`config.mk`:
```
export PLATFORM = sky130hd
export DESIGN_NAME = stitched_grid_index_generator_core
export DESIGN_NICKNAME = d
export VERILOG_FILES = /design/src/rtl/sgig_pkg.sv /design/src/rtl/sgig_corner.sv /design/src/rtl/stitched_grid_index_generator_core.sv
export SDC_FILE = /design/constraint.sdc
export NUM_CORES = 1
export LEC_CHECK = 0
export CORE_MARGIN = 2
export CORE_UTILIZATION = 40
export DETAILED_ROUTE_END_ITERATION = 12
export DONT_BUFFER_PORTS = 1
export HOLD_SLACK_MARGIN = 0.15
export SLEW_MARGIN = 20
export SYNTH_ARGS = -nofsm -noshare
export SYNTH_HDL_FRONTEND = slang
export SYNTH_SLANG_ARGS = --single-unit
export TNS_END_PERCENT = 1
```
`constraint.sdc`:
```
create_clock -name i_clk -period 12.93 [get_ports i_clk]
set_clock_uncertainty 0.15 [all_clocks]
set_input_delay 1.9395 -clock i_clk [delete_from_list [all_inputs] [get_ports i_clk]]
set_output_delay 1.9395 -clock i_clk [all_outputs]
set_load 0.01 [all_outputs]
```
`src/rtl/sgig_pkg.sv`:
```
// Shared constants, types and the state encoding of the stitched grid index generator.
`timescale 1ns / 1ps

package sgig_pkg;

    // Quads per grid side; the grid has GRID_RES+1 vertices per side.
    localparam int GRID_RES = 16;

    // Width of a grid coordinate (0 .. GRID_RES).
    localparam int CW = $clog2(GRID_RES + 1);
    // Width of an unbiased vertex index (0 .. (GRID_RES+1)^2 - 1).
    localparam int IW = $clog2((GRID_RES + 1) * (GRID_RES + 1));

    localparam int MASK_W = 4;
    localparam int ROW_W  = 4;
    localparam int VERT_W = 32;

    localparam int IN_DATA_W  = 40;   // mask, row, base
    localparam int OUT_DATA_W = 96;   // three corners

    // Stitch bits of the edge mask.
    localparam int EDGE_L = 0;
    localparam int EDGE_R = 1;
    localparam int EDGE_B = 2;
    localparam int EDGE_T = 3;

    typedef enum logic [4:0] {
        S_IDLE   = 5'b00001,
        S_CORNER = 5'b00010,
        S_TRI0   = 5'b00100,
        S_TRI1   = 5'b01000,
        S_FLUSH  = 5'b10000
    } t_state;

    // One corner lookup handed to the shared corner unit.
    typedef struct packed {
        logic [MASK_W-1:0] mask;
        logic [CW-1:0]     a;
        logic [CW-1:0]     b;
        logic [VERT_W-1:0] base;
    } t_corner_req;

    typedef struct packed {
        logic [VERT_W-1:0] first;
        logic [VERT_W-1:0] second;
        logic [VERT_W-1:0] third;
    } t_tri;

endpackage

```
`src/rtl/sgig_corner.sv`:
```
// Shared corner unit: edge snapping, grid index and base bias for one corner.
`timescale 1ns / 1ps

module sgig_corner (
    input  sgig_pkg::t_corner_req      i_req,
    output logic [sgig_pkg::VERT_W-1:0] o_index
);
    import sgig_pkg::*;

    logic [CW-1:0] a_s;
    logic [CW-1:0] b_s;
    logic [IW-1:0] idx;

    // Snap rules applied in order, each seeing the previous result
    always_comb begin
        a_s = i_req.a;
        b_s = i_req.b;
        if (a_s == '0 && i_req.mask[EDGE_L] && b_s[0]) begin
            b_s = b_s - CW'(1);
        end
        if (a_s == CW'(GRID_RES) && i_req.mask[EDGE_R] && b_s[0]) begin
            b_s = b_s - CW'(1);
        end
        if (b_s == '0 && i_req.mask[EDGE_B] && a_s[0]) begin
            a_s = a_s - CW'(1);
        end
        if (b_s == CW'(GRID_RES) && i_req.mask[EDGE_T] && a_s[0]) begin
            a_s = a_s - CW'(1);
        end
    end

    assign idx     = IW'(a_s) * IW'(GRID_RES + 1) + IW'(b_s);
    assign o_index = i_req.base + VERT_W'(idx);

endmodule

```
`src/rtl/stitched_grid_index_generator_core.sv`:
```
// Top level of the stitched grid index generator: sequencer, corner store and output stage.
`timescale 1ns / 1ps

// Stitched grid index generator.
// Slave channel (s_axis_*) takes one request per quad row: edge mask,
// row index and base vertex. Master channel (m_axis_*) returns one
// request per kept triangle, three biased vertex indices, tlast on the
// last triangle of the row. Rows at or beyond GRID_RES, and rows whose
// triangles all collapse, give no output at all.
// Timing: one shared corner unit forms one corner per cycle, so each
// quad takes four corner lookups followed by two triangle checks.
// s_axis_tready is high only while the sequencer is idle.
// One kept triangle is held back until the next one (or the row end) is
// known, so tlast can be set; a stalled receiver freezes the sequencer
// once both the held triangle and the output register are full. The
// output register keeps its request stable while m_axis_tready is low,
// and a new row may be taken while the final triangle still waits.
// Reset (i_rst_n low, synchronous) empties the output, drops any row in
// flight and returns to idle.
module stitched_grid_index_generator_core (
    input  logic                               i_clk,
    input  logic                               i_rst_n,
    input  logic                               s_axis_tvalid,
    output logic                               s_axis_tready,
    // tdata: edge_mask[3:0], quad_row[7:4], base_vertex[39:8]
    input  logic [sgig_pkg::IN_DATA_W-1:0]     s_axis_tdata,
    output logic                               m_axis_tvalid,
    input  logic                               m_axis_tready,
    // tdata: corner_first[31:0], corner_second[63:32], corner_third[95:64]
    output logic [sgig_pkg::OUT_DATA_W-1:0]    m_axis_tdata,
    output logic                               m_axis_tlast     // row_done
);
    import sgig_pkg::*;

    t_state r_state, n_state;

    // Held row
    logic [MASK_W-1:0] r_mask;
    logic [CW-1:0]     r_row;
    logic [VERT_W-1:0] r_base;

    // Column walk and corner select (bit 0: a+1, bit 1: b+1)
    logic [CW-1:0] r_col, n_col;
    logic [1:0]    r_sel, n_sel;

    // Corner shift line: after four shifts [0]=v00 [1]=v10 [2]=v01 [3]=v11
    logic [VERT_W-1:0] r_crn [4];

    // Held-back triangle and output register
    t_tri r_pend;
    logic r_pend_vld, n_pend_vld;
    t_tri r_out;
    logic r_out_vld, n_out_vld;
    logic r_out_last;

    t_corner_req       corner_req;
    logic [VERT_W-1:0] corner_idx;
    t_tri              cand;
    logic              cand_kept;
    logic              out_free;
    logic              accept;
    logic              load_pend;    // candidate goes to the held slot
    logic              move_out;     // held slot goes to the output
    logic              advance;

    assign accept   = s_axis_tvalid && s_axis_tready;
    assign out_free = !r_out_vld || m_axis_tready;

    assign corner_req.mask = r_mask;
    assign corner_req.a    = r_row + CW'(r_sel[0]);
    assign corner_req.b    = r_col + CW'(r_sel[1]);
    assign corner_req.base = r_base;

    sgig_corner u_corner (
        .i_req   (corner_req),
        .o_index (corner_idx)
    );

    // Candidate triangle: (v00,v11,v10) first, then (v00,v01,v11).
    // Bias is a bijection mod 2^32, so degeneracy checks on biased values.
    always_comb begin
        cand.first = r_crn[0];
        if (r_state == S_TRI0) begin
            cand.second = r_crn[3];
            cand.third  = r_crn[1];
        end else begin
            cand.second = r_crn[2];
            cand.third  = r_crn[3];
        end
    end

    assign cand_kept = (cand.first != cand.second) && (cand.second != cand.third)
                    && (cand.first != cand.third);

    always_comb begin
        n_state    = r_state;
        n_col      = r_col;
        n_sel      = r_sel;
        n_pend_vld = r_pend_vld;
        load_pend  = 1'b0;
        move_out   = 1'b0;
        advance    = 1'b0;

        case (r_state)
            S_IDLE: begin
                if (accept && (32'(s_axis_tdata[7:4]) < 32'(GRID_RES))) begin
                    n_col   = '0;
                    n_sel   = '0;
                    n_state = S_CORNER;
                end
            end
            S_CORNER: begin
                n_sel = r_sel + 2'd1;
                if (r_sel == 2'd3) begin
                    n_state = S_TRI0;
                end
            end
            S_TRI0, S_TRI1: begin
                if (!cand_kept) begin
                    advance = 1'b1;
                end else if (!r_pend_vld) begin
                    load_pend = 1'b1;
                    advance   = 1'b1;
                end else if (out_free) begin
                    move_out  = 1'b1;
                    load_pend = 1'b1;
                    advance   = 1'b1;
                end
                if (load_pend) begin
                    n_pend_vld = 1'b1;
                end
                if (advance) begin
                    if (r_state == S_TRI0) begin
                        n_state = S_TRI1;
                    end else if (r_col == CW'(GRID_RES - 1)) begin
                        n_state = S_FLUSH;
                    end else begin
                        n_col   = r_col + CW'(1);
                        n_state = S_CORNER;
                    end
                end
            end
            S_FLUSH: begin
                if (!r_pend_vld) begin
                    n_state = S_IDLE;
                end else if (out_free) begin
                    move_out   = 1'b1;
                    n_pend_vld = 1'b0;
                    n_state    = S_IDLE;
                end
            end
            default: begin
                n_state = S_IDLE;
            end
        endcase

        if (move_out) begin
            n_out_vld = 1'b1;
        end else if (m_axis_tready) begin
            n_out_vld = 1'b0;
        end else begin
            n_out_vld = r_out_vld;
        end
    end

    always_ff @(posedge i_clk) begin
        if (!i_rst_n) begin
            r_state    <= S_IDLE;
            r_col      <= '0;
            r_sel      <= '0;
            r_pend_vld <= 1'b0;
            r_out_vld  <= 1'b0;
            r_mask     <= '0;
            r_row      <= '0;
            r_base     <= '0;
        end else begin
            r_state    <= n_state;
            r_col      <= n_col;
            r_sel      <= n_sel;
            r_pend_vld <= n_pend_vld;
            r_out_vld  <= n_out_vld;
            if (accept) begin
                r_mask <= s_axis_tdata[3:0];
                r_row  <= CW'(s_axis_tdata[7:4]);
                r_base <= s_axis_tdata[39:8];
            end
        end
    end

    // Payload: no reset
    always_ff @(posedge i_clk) begin
        if (r_state == S_CORNER) begin
            r_crn[0] <= r_crn[1];
            r_crn[1] <= r_crn[2];
            r_crn[2] <= r_crn[3];
            r_crn[3] <= corner_idx;
        end
        if (load_pend) begin
            r_pend <= cand;
        end
        if (move_out) begin
            r_out      <= r_pend;
            r_out_last <= (r_state == S_FLUSH);
        end
    end

    assign s_axis_tready = (r_state == S_IDLE);
    assign m_axis_tvalid = r_out_vld;
    assign m_axis_tdata  = {r_out.third, r_out.second, r_out.first};
    assign m_axis_tlast  = r_out_last;

endmodule

```
==> flow_summary.yaml <==
synth:
  syn_inst: 1330
  yosysWarningCount: 0
  ys_seq_elements: 375
  synth_edf_count: 321
  synthesis.area_um2: 16650
  syn_area_per_cell_um2: 12.52
  synth.net_count: 1413
  seq_area_frac_synth_pct: 64.37
  synthArstFlopShare_pct: 0
  synth_top_flop_cell: "edfxtp_1"
  ys_types: 76
timing:
  min_period_over_period_pct: 66.29
  relSlewSlack_pct: 27.57
  rsz0062_at_grt: "no"
  layout_setup_ws_ps: 4359
  setup_viol: 0
  hold_viol: 0
  setup_tns_ps: 0
  fmax_mhz: 116.7
  fin_crit_ps: 8571
  worst_pin_slew_ps: 1087
  maxSlewViolCount: 0
clock_network:
  cts_tree: "built"
  insertion_delay_ps: 560
  postCtsSetupBuffers: 0
  numCtsBuffers: 41
  clk_path_buf_depth: 3
  holdBufCountCts: 0
  cts_root_buffer: "clkbuf_16"
  path_clk_slew_ps: 60
  cts_resized: 0
  cts.htree.levels: 2
  cts_num_sinks: 375
placement:
  dpl.hpwl_um: 29500
  place_congestion: 0.9382
  place_ws_ps: 4367
  placed_cell_area_um2: 17200
  port_buffers: 0
final_layout:
  fillCellCount: 3741
  num-nets-final: 1422
  multi_input_area_um2: 5454
  drive_gt1_share_pct: 6.428
  fin_area_um2: 18490
  n_antenna_cell: 0
  regArea_um2: 10720
  area_delta_synth_final_pct: 11.04
  fin_util_pct: 45.19
grt:
  met3_usage_pct: 3.683
  grt_use_total_pct: 18.79
  use_met2_pct: 29.09
  grt_pass1_wl_um: 62430
  globalRouteOverflowTotal: 0
  use_met1_pct: 26.12
  grt_max_degree: 86
  grt_pass1_vias: 10260
  top_usage_layer: "met2"
  antenna_found_initial: 0
setup_path:
  critPathLaunchType: "flip-flop"
  cp_max_fo: 7
  endpoint_kind: "flip-flop"
  cpMaxStageDelayCell: "nor3_1"
  worstPathRequired_ps: 13070
  r2r_slack_ps: 4360
  critPathMostFrequentCell: "ha_1"
  arrival_ps: 8720
  cpPeakStageDelay_ps: 580
  critical_path_class: "flip-flop to flip-flop"
power:
  vdd_drop_max_uv: 92.37
  pwr_density_cell_nw_per_um2: 154.0
  leakagePower_uw: 0.006485
  finalPower_uw: 2849
min_path:
  min_path_type: "flip-flop to flip-flop"
route:
  vias: 10600
  routed_wl_um: 41160
  dr.pass1.iters: 6
  antenna_left: 0
  drc: 0
  vias_per_cell: 5.574
  routedWlPerCell_um: 21.65
  dr.first_iter.drc_count: 921
die:
  core-area_um2: 40920
  die_y_um: 208.1
  die_area_um2: 43280
  rows: 74
  ios: 143
  die_width_um: 208.1
  start_util_pct: 40.70
status:
  status: "complete, no violations"
job:
  cap_violations: 0
## cell usage in the layout, fill, tap and decap left out, types with 8 or more instances in the layout
cell and count:
a31oi_1 13, dfxtp_1 54, inv_1 70, xor2_1 44, a2111oi_0 12, nor2_1 38
nand3_1 41, clkbuf_1 10, edfxtp_1 321, o21ai_0 67, nor2b_1 19, a221oi_1 8
nand4_1 13, or3_1 8, o21ai_1 10, a21boi_0 46, buf_4 12, nor3_1 10
nand2b_1 29, o22ai_1 12, ha_1 36, and3_1 20, xnor2_1 52, nor4_1 8
a21oi_1 32, and2_1 9, clkbuf_16 42, a21o_1 15, nand2_1 176, a222oi_1 8
## per-layer routing
metal,share of wire [%],routed length (um)
met1,45,18510
met2,45,18670
met3,6.2,2535
met4,3.5,1443
met5,0,0
## Yosys cell counts (5+ instances only)
cell	number	area, um^2
edfxtp_1	321	9639
nand2_1	176	660.6
inv_1	71	266.5
o21ai_0	67	335.3
dfxtp_1	54	1081
xnor2_1	52	455.4
a21boi_0	46	345.3
xor2_1	44	385.4
nand3_1	41	205.2
nor2_1	38	142.6
ha_1	36	450.4
a21oi_1	32	160.2
nand2b_1	29	181.4
clkbuf_1	26	97.59
and3_1	20	125.1
nor2b_1	20	125.1
a21o_1	15	112.6
a31oi_1	13	81.33
nand4_1	13	81.33
a2111oi_0	12	105.1
o22ai_1	12	75.07
and2_1	10	62.56
buf_2	10	50.05
nor3_1	10	50.05
o21ai_1	10	50.05
a221oi_1	8	70.07
a222oi_1	8	80.08
nor4_1	8	50.05
or3_1	8	50.05
a22oi_1	7	52.55
o2111ai_1	7	61.31
o211ai_1	6	45.04
buf_6	5	56.30
mux2i_1	5	50.05
o21bai_1	5	37.54
o221ai_1	5	43.79
## stage by stage
stage	instances	hold WS (ps)
after global placement	1828	251.7
after detailed placement	1828	254.5
after floorplan	1330	250.3
after CTS	1901	265.7
final	1901	265.2
after global routing	1901	272.4
## worst paths after layout
kind / start / to / depth (start not counted)
setup reg to reg: r_sel[0]$_SDFFE_PN0P_ / r_crn[3][26]$_DFFE_PP_ / 38
setup / recovery: r_sel[0]$_SDFFE_PN0P_ / r_crn[3][26]$_DFFE_PP_ / 38
hold reg to reg: r_pend[69]$_DFFE_PP_ / m_axis_tdata[5]$_DFFE_PP_ / 0
hold / removal: r_pend[69]$_DFFE_PP_ / m_axis_tdata[5]$_DFFE_PP_ / 0
## worst max-delay path: cells and delay by family, from the launching register on
| family | cells | cell delay (ps) |
|---|---|---|
| simple gates | 12 | 2140 |
| mux | 1 | 290 |
| compound gates | 9 | 1700 |
| buf+inv | 1 | 100 |
| flops | 1 | 340 |
| xor+xnor | 5 | 1070 |
| fa+ha+maj | 10 | 2500 |
## logic make-up after synthesis
kind of cell | Yosys count | share of synthesized area [%]
AND/OR/NAND/NOR | 401 | 11.95
flip-flops | 375 | 64.37
XOR/XNOR | 96 | 5.048
AO/OA/AOI/OAI | 294 | 12.16
buffers and inverters | 118 | 2.982
adder cells (fa/ha/maj) | 39 | 3.065
multiplexers | 7 | 0.4357
## layout make-up
cell class / count / share of cell area (%)
timing repair buffer: 12 / 0.4871
clock inverter: 21 / 1.089
sequential: 375 / 57.97
clock buffer: 52 / 5.886
inverter: 72 / 1.475
tap: 532 / 3.599
multi-input combinational: 837 / 29.49
## report_power, final
group | leakage (uW) | internal, uW | switching, uW | total, uW
Sequential | 0.00334 | 1380 | 72.9 | 1450
Clock | 0.000629 | 659 | 465 | 1120
Combinational | 0.00252 | 93.9 | 180 | 273
Total | 0.00649 | 2130 | 717 | 2850
## state kept, by name, summed over array words and instances, names as in the netlist
signal         count
r_crn            128
m_axis_tdata      96
r_pend            96
r_base            32
r_col              5
r_state            5
r_mask             4
r_row              4
r_sel              2
m_axis_tlast       1
m_axis_tvalid      1
r_pend_vld         1
Power figures use the tool's default switching activity.
